## src/design/rdc_pkg.sv

```systemverilog
// Package with the sizes, types and digit glyph function of the radix digit converter.
package rdc_pkg;

   localparam int VALUE_BITS     = 31;
   localparam int DIGIT_SLOTS    = 32;
   localparam int RADIX_BITS     = 5;
   localparam int DIGIT_BITS     = 4;
   localparam int CHAR_BITS      = 7;
   localparam int REM_BITS       = 5;
   localparam int IDX_BITS       = $clog2(DIGIT_SLOTS);
   localparam int LEVEL_BITS     = $clog2(DIGIT_SLOTS + 1);
   localparam int CNT_BITS       = $clog2(VALUE_BITS + 1);
   localparam int REQ_TDATA_BITS = ((VALUE_BITS + RADIX_BITS + 7) / 8) * 8;
   localparam int RSP_TDATA_BITS = ((CHAR_BITS + 7) / 8) * 8;

   localparam logic [RADIX_BITS-1:0] RADIX_MIN = RADIX_BITS'(2);
   localparam logic [RADIX_BITS-1:0] RADIX_MAX = RADIX_BITS'(16);

   // Sequencer states of the top level.
   typedef enum logic [2:0] {
      ST_IDLE,
      ST_LOAD,
      ST_DIV,
      ST_POP,
      ST_READ,
      ST_OUT
   } rdc_state_type;

   // Command to the digit stack.
   typedef struct packed {
      logic                  push;
      logic                  pop;
      logic [DIGIT_BITS-1:0] data;
   } stack_cmd_type;

   // Result of the serial divider.
   typedef struct packed {
      logic                  done;
      logic [VALUE_BITS-1:0] quotient;
      logic [REM_BITS-1:0]   remainder;
   } div_out_type;

   // Maps a digit 0..15 to its ASCII character '0'-'9', 'A'-'F'.
   function automatic logic [CHAR_BITS-1:0] digit_glyph(input logic [DIGIT_BITS-1:0] digit);
      logic [CHAR_BITS-1:0] wide;
      wide = {{(CHAR_BITS - DIGIT_BITS){1'b0}}, digit};
      if (digit < DIGIT_BITS'(10)) begin
         return CHAR_BITS'(48) + wide;
      end else begin
         return CHAR_BITS'(55) + wide;
      end
   endfunction

endpackage

```

## src/design/radix_digit_converter_unit.sv

```systemverilog
// For each digit the sequencer loads the divider, waits for its result and pushes the remainder.
// The serial divider works through all 31 value bits, one bit at a time, between start and finish.
// The most digits, 31, come from the largest value in base two; each is then popped, read and sent.
// One item at a time: req_tready is high only while the unit is idle.
// Reset is synchronous and active high; it empties the stack and returns to idle.
module radix_digit_converter_unit (
   input  logic                               clock,
   input  logic                               reset,
   input  logic                               req_tvalid,
   output logic                               req_tready,
   // [30:0] number_in, [35:31] radix, [39:36] zero
   input  logic [rdc_pkg::REQ_TDATA_BITS-1:0] req_tdata,
   output logic                               rsp_tvalid,
   input  logic                               rsp_tready,
   // [6:0] digit_char, [7] zero
   output logic [rdc_pkg::RSP_TDATA_BITS-1:0] rsp_tdata,
   output logic                               rsp_tlast
);
   import rdc_pkg::*;

   rdc_state_type         state_ff, state_in;
   logic [VALUE_BITS-1:0] value_ff, value_in;
   logic [RADIX_BITS-1:0] radix_ff, radix_in;
   logic                  last_ff, last_in;
   logic [RADIX_BITS-1:0] radix_raw;
   logic                  div_start;
   div_out_type           div_out;
   stack_cmd_type         stack_cmd;
   logic [LEVEL_BITS-1:0] stack_level;
   logic [DIGIT_BITS-1:0] stack_digit;

   assign radix_raw = req_tdata[VALUE_BITS +: RADIX_BITS];

   rdc_divider u_divider (
      .clock    (clock),
      .reset    (reset),
      .start    (div_start),
      .dividend (value_ff),
      .divisor  (radix_ff),
      .result   (div_out)
   );

   rdc_digit_stack u_stack (
      .clock   (clock),
      .reset   (reset),
      .cmd     (stack_cmd),
      .level   (stack_level),
      .rd_data (stack_digit)
   );

   // Sequencer: divide and push until the quotient is zero, then pop and send.
   always_comb begin
      state_in       = state_ff;
      value_in       = value_ff;
      radix_in       = radix_ff;
      last_in        = last_ff;
      div_start      = 1'b0;
      stack_cmd.push = 1'b0;
      stack_cmd.pop  = 1'b0;
      stack_cmd.data = div_out.remainder[DIGIT_BITS-1:0];
      req_tready     = 1'b0;
      rsp_tvalid     = 1'b0;
      case (state_ff)
         ST_IDLE: begin
            req_tready = 1'b1;
            if (req_tvalid) begin
               value_in = req_tdata[VALUE_BITS-1:0];
               if (radix_raw < RADIX_MIN) begin
                  radix_in = RADIX_MIN;
               end else if (radix_raw > RADIX_MAX) begin
                  radix_in = RADIX_MAX;
               end else begin
                  radix_in = radix_raw;
               end
               state_in = ST_LOAD;
            end
         end
         ST_LOAD: begin
            div_start = 1'b1;
            state_in  = ST_DIV;
         end
         ST_DIV: begin
            if (div_out.done) begin
               stack_cmd.push = 1'b1;
               value_in       = div_out.quotient;
               state_in       = (div_out.quotient == '0) ? ST_POP : ST_LOAD;
            end
         end
         ST_POP: begin
            stack_cmd.pop = 1'b1;
            last_in       = (stack_level == LEVEL_BITS'(1));
            state_in      = ST_READ;
         end
         ST_READ: begin
            state_in = ST_OUT;
         end
         ST_OUT: begin
            rsp_tvalid = 1'b1;
            if (rsp_tready) begin
               state_in = last_ff ? ST_IDLE : ST_POP;
            end
         end
         default: begin
            state_in = ST_IDLE;
         end
      endcase
   end

   // Control registers.
   always_ff @(posedge clock) begin
      if (reset) begin
         state_ff <= ST_IDLE;
         radix_ff <= RADIX_MIN;
         last_ff  <= 1'b0;
      end else begin
         state_ff <= state_in;
         radix_ff <= radix_in;
         last_ff  <= last_in;
      end
   end

   // Remaining value to split.
   always_ff @(posedge clock) begin
      value_ff <= value_in;
   end

   assign rsp_tdata = {{(RSP_TDATA_BITS - CHAR_BITS){1'b0}}, digit_glyph(stack_digit)};
   assign rsp_tlast = last_ff;

endmodule

```

## src/design/rdc_divider.sv

```systemverilog
// Restoring bit-serial divider: one quotient bit per cycle.
module rdc_divider (
   input  logic                           clock,
   input  logic                           reset,
   input  logic                           start,
   input  logic [rdc_pkg::VALUE_BITS-1:0] dividend,
   input  logic [rdc_pkg::RADIX_BITS-1:0] divisor,
   output rdc_pkg::div_out_type           result
);
   import rdc_pkg::*;

   logic                  busy_ff, busy_in;
   logic [CNT_BITS-1:0]   cnt_ff, cnt_in;
   logic [VALUE_BITS-1:0] quo_ff, quo_in;
   logic [REM_BITS-1:0]   rem_ff, rem_in;
   logic [REM_BITS:0]     trial;
   logic [REM_BITS:0]     diff;
   logic                  fits;

   // One restoring step: shift in the next dividend bit and try a subtract.
   always_comb begin
      trial   = {rem_ff, quo_ff[VALUE_BITS-1]};
      diff    = trial - {{(REM_BITS + 1 - RADIX_BITS){1'b0}}, divisor};
      fits    = trial >= {{(REM_BITS + 1 - RADIX_BITS){1'b0}}, divisor};
      busy_in = busy_ff;
      cnt_in  = cnt_ff;
      quo_in  = quo_ff;
      rem_in  = rem_ff;
      if (start) begin
         busy_in = 1'b1;
         cnt_in  = CNT_BITS'(VALUE_BITS);
         quo_in  = dividend;
         rem_in  = '0;
      end else if (busy_ff) begin
         if (cnt_ff == '0) begin
            busy_in = 1'b0;
         end else begin
            cnt_in = cnt_ff - CNT_BITS'(1);
            quo_in = {quo_ff[VALUE_BITS-2:0], fits};
            rem_in = fits ? diff[REM_BITS-1:0] : trial[REM_BITS-1:0];
         end
      end
   end

   // Control registers.
   always_ff @(posedge clock) begin
      if (reset) begin
         busy_ff <= 1'b0;
         cnt_ff  <= '0;
      end else begin
         busy_ff <= busy_in;
         cnt_ff  <= cnt_in;
      end
   end

   // Datapath registers.
   always_ff @(posedge clock) begin
      quo_ff <= quo_in;
      rem_ff <= rem_in;
   end

   assign result.done      = busy_ff && (cnt_ff == '0);
   assign result.quotient  = quo_ff;
   assign result.remainder = rem_ff;

endmodule

```

## src/design/rdc_digit_stack.sv

```systemverilog
// Digit stack: a small memory with a level counter and registered read data.
module rdc_digit_stack (
   input  logic                           clock,
   input  logic                           reset,
   input  rdc_pkg::stack_cmd_type         cmd,
   output logic [rdc_pkg::LEVEL_BITS-1:0] level,
   output logic [rdc_pkg::DIGIT_BITS-1:0] rd_data
);
   import rdc_pkg::*;

   logic [DIGIT_BITS-1:0] mem [DIGIT_SLOTS];
   logic [LEVEL_BITS-1:0] level_ff, level_in;
   logic [LEVEL_BITS-1:0] top_level;
   logic [DIGIT_BITS-1:0] rd_data_ff;
   logic                  push_ok;

   // A push beyond the last slot is dropped; a pop reads the entry below the level.
   always_comb begin
      push_ok   = cmd.push && (level_ff < LEVEL_BITS'(DIGIT_SLOTS));
      top_level = level_ff - LEVEL_BITS'(1);
      level_in  = level_ff;
      if (push_ok) begin
         level_in = level_ff + LEVEL_BITS'(1);
      end else if (cmd.pop && (level_ff != '0)) begin
         level_in = top_level;
      end
   end

   always_ff @(posedge clock) begin
      if (reset) begin
         level_ff <= '0;
      end else begin
         level_ff <= level_in;
      end
   end

   // Memory write and registered read.
   always_ff @(posedge clock) begin
      if (push_ok) begin
         mem[level_ff[IDX_BITS-1:0]] <= cmd.data;
      end
      if (cmd.pop) begin
         rd_data_ff <= mem[top_level[IDX_BITS-1:0]];
      end
   end

   assign level   = level_ff;
   assign rd_data = rd_data_ff;

endmodule

```

## config.mk

```make
export PLATFORM = sky130hd
export DESIGN_NAME = radix_digit_converter_unit
export DESIGN_NICKNAME = d
export VERILOG_FILES = /design/src/design/rdc_pkg.sv /design/src/design/radix_digit_converter_unit.sv /design/src/design/rdc_divider.sv /design/src/design/rdc_digit_stack.sv
export SDC_FILE = /design/constraint.sdc
export NUM_CORES = 1
export LEC_CHECK = 0
export BUFFER_PORTS_ARGS = -buffer_cell sky130_fd_sc_hd__buf_2
export CORE_ASPECT_RATIO = 0.8
export CORE_MARGIN = 8
export CORE_UTILIZATION = 50
export DETAILED_ROUTE_END_ITERATION = 6
export PLACE_DENSITY = 0.64
export SETUP_SLACK_MARGIN = 0.2
export SYNTH_ARGS = -nofsm -noshare
export SYNTH_HDL_FRONTEND = slang
export SYNTH_SLANG_ARGS = --single-unit
```

## constraint.sdc

```tcl
create_clock -name clock -period 3.7 [get_ports clock]
set_input_delay 0.74 -clock clock [delete_from_list [all_inputs] [get_ports clock]]
set_output_delay 0.74 -clock clock [all_outputs]
set_load 0.1 [all_outputs]
```

After elaboration in Yosys (flattened, before gate mapping)
Memories as Yosys holds them, arrays and structs flattened. A register that Yosys moved wholly into a read port is not among the register bits.
Cells that the tools add are included.
{"block": "word_totals", "mem_bits_rw": 128, "inputBits": 44, "ff_bits": 88, "memories": 1}
{"memory": "u_stack.mem", "depth": 32, "width": 4, "rd": 1, "rd_clocked_by_memory_dff": 1, "write_ports": 1, "line_no": "rdc_digit_stack.sv:11", "text": "logic [DIGIT_BITS-1:0] mem [DIGIT_SLOTS];"}
{"block": "op_classes", "muxes": 32, "n_addsub": 6, "n_bitwise": 1, "n_lt_le_gt_ge": 5, "reduce_logical": 15, "n_eq_ne": 10}
{"cell": "two-way mux 31 bit", "count": 5}
{"cell": "one-hot mux 31 bit (2 select lines)", "count": 1}
{"cell": "zero test 31 bit", "count": 1}
{"cell": "two-way mux 5 bit", "count": 6}
{"cell": "one-hot mux 3 bit (6 select lines)", "count": 1}
{"cell": "adder 6 x 4 -> 7 bit, first input constant", "count": 2}
{"cell": "two-way mux 6 bit", "count": 2}
{"cell": "two-way mux 1 bit", "count": 11}
{"cell": "two-way mux 3 bit", "count": 3}
{"cell": "inequality test 2 bit, second input constant", "count": 4}
{"cell": "two-way mux 7 bit", "count": 1}
{"cell": "adder 6 x 1 -> 6 bit, second input constant", "count": 1}
{"cell": "equality test 3 x 2 -> 1 bit, second input constant", "count": 2}
{"cell": "equality test 3 bit, second input constant", "count": 2}
{"cell": "equality test 6 x 1 -> 1 bit, second input constant", "count": 1}
{"cell": "greater-or-equal comparator 6 x 5 -> 1 bit", "count": 1}
{"cell": "less-than comparator 6 bit, second input constant", "count": 1}
{"cell": "AND reduction 2 bit", "count": 3}
{"cell": "AND reduction 3 bit", "count": 2}
{"cell": "nonzero test 2 bit", "count": 3}
{"cell": "nonzero test 6 bit", "count": 1}
{"cell": "subtractor 6 x 1 -> 6 bit, second input constant", "count": 1}
{"cell": "greater-than comparator 5 bit, second input constant", "count": 1}
{"cell": "zero test 5 bit", "count": 1}
{"cell": "other kinds (9)", "count": 12}

Longest topological paths before layout
{"block": "logic_depth", "word_depth": 7, "depth_mapped": 10}

Cells and area by module
A second synthesis with hierarchy kept.
{"block": "unflattened", "cells_unflattened": 625, "area_unflattened_um2": 9684.3}
{"module": "rdc_digit_stack", "cells_each": 318, "area_per_inst_um2": 5703.0, "instances": 1}
{"module": "rdc_divider", "cells_each": 152, "area_per_inst_um2": 2023.2, "instances": 1}
{"module": "radix_digit_converter_unit", "cells_each": 155, "area_per_inst_um2": 1958.1, "instances": 1}

Worst setup path after synthesis
No wires, ideal clock.
{"block": "synth_path", "kind": "reg-to-output", "startpoint": "reg u_stack.rd_data_ff[1], in the netlist u_stack.rd_data[1] (read register of u_stack.mem)", "endpoint": "out rsp_tdata[4] in the netlist's numbering", "stages_incl_launch_ff": 4, "t_arrival_ns": 3.959, "setup_slack_ns": -0.999, "required_ns": 2.960, "path_cell_list": "edfxtp_1 > o21ai_1 > a21oi_1 > inv_1"}
{"block": "synth_via", "elab_chain_cells": 2, "elab_cells_between_ends": 4, "cone_classes": "add/sub (2); order compare (1); mux (1)"}
{"item": "from (decl)", "line_no": "rdc_digit_stack.sv:14", "text": "logic [DIGIT_BITS-1:0] rd_data_ff;"}
{"item": "adder 6 x 4 -> 7 bit (tied with other cells)", "line_no": "rdc_pkg.sv:50", "text": "return CHAR_BITS'(55) + wide;"}
{"item": "two-way mux 7 bit (*)", "line_no": "rdc_pkg.sv:47", "text": "if (digit < DIGIT_BITS'(10)) begin"}
{"item": "to (decl)", "line_no": "radix_digit_converter_unit.sv:16", "text": "output logic [rdc_pkg::RSP_TDATA_BITS-1:0] rsp_tdata,"}
Mark *: on every way between the ends. The rest lies on a longest branch, timed or not.

Final worst setup path
{"block": "layout_path", "startpoint": "reg u_stack.rd_data_ff[1], in the netlist u_stack.rd_data[1] (read register of u_stack.mem)", "endpoint": "out rsp_tdata[2] in the netlist's numbering"}
The elaborated chain is that of the path after synthesis.

==> flow_summary.json <==
{
  "status": "finished, final reports clean",
  "grt_max_degree": 43,
  "hold_buffers": 0,
  "internal_power_uw": 4750,
  "cts_buffers": 23,
  "min_period_over_period": 0.712,
  "slew_viol_final": 0,
  "synth_most_common_cell": "edfxtp_1",
  "fin_util": 0.576,
  "final_hold_viol_count": 0,
  "yosys_warnings": 0,
  "peakVddDrop_mv": 0.307,
  "power.density_mw_per_mm2": 579,
  "fill_cells": 1528,
  "cts_max_path_buffers": 3,
  "hpwl_um": 13000,
  "area_growth_pct": 12.7,
  "syn_area_mm2": 0.00976,
  "critPathLaunchType": "flop",
  "switchingPower_uw": 1610,
  "ff2ff_path_depth": 6,
  "synthCells": 690,
  "synthArstFlopShare": 0,
  "clk_latency_ps": 500,
  "seq_area_frac_synth": 0.650,
  "final_antenna_net_count": 0,
  "finalNonFillerCells": 1019,
  "fin_total_pwr_uw": 6360,
  "core.rowCount": 45,
  "antenna_found_initial": 0,
  "p_comb_frac": 0.146,
  "drt-pass1-iter-count": 7,
  "yosys.area.top_type": "edfxtp_1",
  "portBuffers": 49,
  "ys.flop_type": "edfxtp_1",
  "path_clk_slew_ps": 60,
  "ys_top_cells_by_count": "edfxtp_1, nand2_1, nor2_1, mux2_2, dfxtp_1",
  "initial_core_util": 0.511,
  "grt_overflow": 0,
  "cts_tree": "yes",
  "reg2reg_from": "u_divider.cnt_ff[0]",
  "clock_power_share": 0.358,
  "ctsHtreeMaxLevel": 1,
  "yosysTopAreaCellShare": 0.597,
  "crit_required_ps": 2960,
  "fmax_mhz": 380,
  "worst_pin_slew_ps": 803,
  "criticalPathCategory": "flop to primary output",
  "die_w_um": 172,
  "drive_gt1_frac": 0.226,
  "grtUsageTotal": 0.164,
  "drt_wl_total_um": 19700,
  "drtIter0Drc": 433,
  "root_buffer": "clkbuf_16",
  "fin_nets": 802,
  "cts_resized": 0,
  "wl_per_cell_um": 19.4,
  "seqPwrFrac": 0.496,
  "drv_cap": 0,
  "via_per_inst": 5.59,
  "r2r-end": "u_stack.mem[30][2]",
  "dp_cells": 978,
  "core_mm2": 0.0191,
  "io_pins": 55,
  "vias": 5693,
  "hold_class": "flop to flop",
  "finalCriticalPeriod_ps": 2630,
  "die_h_um": 141,
  "cts_setup_buffers": 0,
  "setup_violations": 0,
  "n_antenna_cell": 0,
  "p_sw_frac": 0.254,
  "synth_enable_flop_cells": 194,
  "grt_pass1_vias": 5827,
  "rsz0062_at_grt": "false",
  "syn_avg_cell_area_um2": 14.1,
  "synth_seq_cells": 220,
  "arrival_ps": 1890,
  "cp_max_fo": 4,
  "clock_sinks": 220,
  "synth_area_leaders": "edfxtp_1, dfxtp_1, mux2_2, nand2_1, mux4_2",
  "startpoint": "u_stack.rd_data[1]",
  "syn-num-nets": 747,
  "fin_tns_setup_ps": 0,
  "crit_path_end": "rsp_tdata[2]",
  "drc_errors": 0,
  "skew_ps": 17.0,
  "cellLeakagePower_uw": 0.00396,
  "grt_pass1_wl_um": 31600,
  "die_area_mm2": 0.0243,
  "maxSlewHeadroom": 0.461,
  "synth.distinct_cells": 61,
  "reg2reg_setup_slack_ps": 1070,
  "routabilityCongestion": 0.834,
  "critPathCaptureType": "primary output"
}
critical path, cell delays in order, from the launching register on:
cell and delay (ps):
edfxtp_1 450, inv_1 110, ha_1 220, nand2_1 70, o21ai_1 110, buf_2 430
layout make-up:
| class | count | area [um2] | area share |
|---|---|---|---|
| Timing Repair Buffer | 63 | 350 | 0.0319 |
| Clock buffer | 31 | 688 | 0.0626 |
| Sequential cell | 220 | 6350 | 0.577 |
| Tap cell | 258 | 323 | 0.0294 |
| Clock inverter | 10 | 73.8 | 0.00671 |
| Multi-Input combinational cell | 417 | 3140 | 0.285 |
| Inverter | 20 | 75.1 | 0.00683 |
worst min path at each step:
stage	startpoint	endpoint	slack (ps)	cells past startpoint
after floorplan	u_divider.rem_ff[4]	u_divider.rem_ff[4]	430	2
after global placement	u_divider.rem_ff[4]	u_divider.rem_ff[4]	440	2
after detailed placement	u_divider.rem_ff[4]	u_divider.rem_ff[4]	450	2
after CTS	u_divider.rem_ff[4]	u_divider.rem_ff[4]	460	2
after global routing	u_divider.rem_ff[4]	u_divider.rem_ff[4]	490	2
final	u_divider.rem_ff[4]	u_divider.rem_ff[4]	450	2
stage by stage:
step | hold WS (ps) | area, um2 | worst slack (ps)
floorplan | 432 | 9770 | 327
CTS | 456 | 11000 | 1050
global placement | 445 | 10200 | 1130
global route | 494 | 11000 | 927
finish | 455 | 11000 | 1070
detailed placement | 448 | 10200 | 1140
state kept, by name, summed over array words and instances (netlist names):
| signal | cells |
|---|---|
| radix_ff | 5 |
| rsp_tlast | 1 |
| state_ff | 3 |
| u_divider.busy_ff | 1 |
| u_divider.cnt_ff | 5 |
| u_divider.quo_ff | 31 |
| u_divider.rem_ff | 5 |
| u_stack.level | 6 |
| u_stack.mem | 128 |
| u_stack.rd_data | 4 |
| value_ff | 31 |
per-layer routing:
metal	vias to the layer above	global-route usage	routed length (um)
met5	-	0	0
met4	0	0.0290	318
met3	32	0.0304	1120
met2	174	0.248	8830
met1	2802	0.244	9460
li1	2685	-	-
logic make-up after synthesis:
logic type,synth area share
simple gates,0.112
other cells,0.000384
flops,0.650
buf+inv,0.0300
xor+xnor,0.00974
fa+ha+maj,0.0174
compound gates,0.0422
mux,0.138
power by group through the flow:
stage / Sequential, uW / Combinational [uW] / Clock (uW)
6_report: 3160 / 928 / 2280
4_1_cts: 3150 / 928 / 2320
3_3_place_gp: 3200 / 882 / 0
2_1_floorplan: 3260 / 563 / 0
3_5_place_dp: 3210 / 923 / 0
5_1_grt: 3170 / 1030 / 2410
placed cells by master (no fill, tap or decap), types with 12 or more instances in the layout:
cell type / synthesis / final
inv_1: 20 / 20
mux2_2: 41 / 41
nor2_1: 61 / 61
o21ai_0: 14 / 12
nand2_1: 118 / 118
clkbuf_16: 0 / 25
a21oi_1: 23 / 22
buf_2: 12 / 49
buf_4: 2 / 14
mux4_1: 14 / 14
mux4_2: 18 / 18
ha_1: 12 / 12
edfxtp_1: 194 / 194
dfxtp_1: 26 / 25
(Power assumes the default switching activity.)
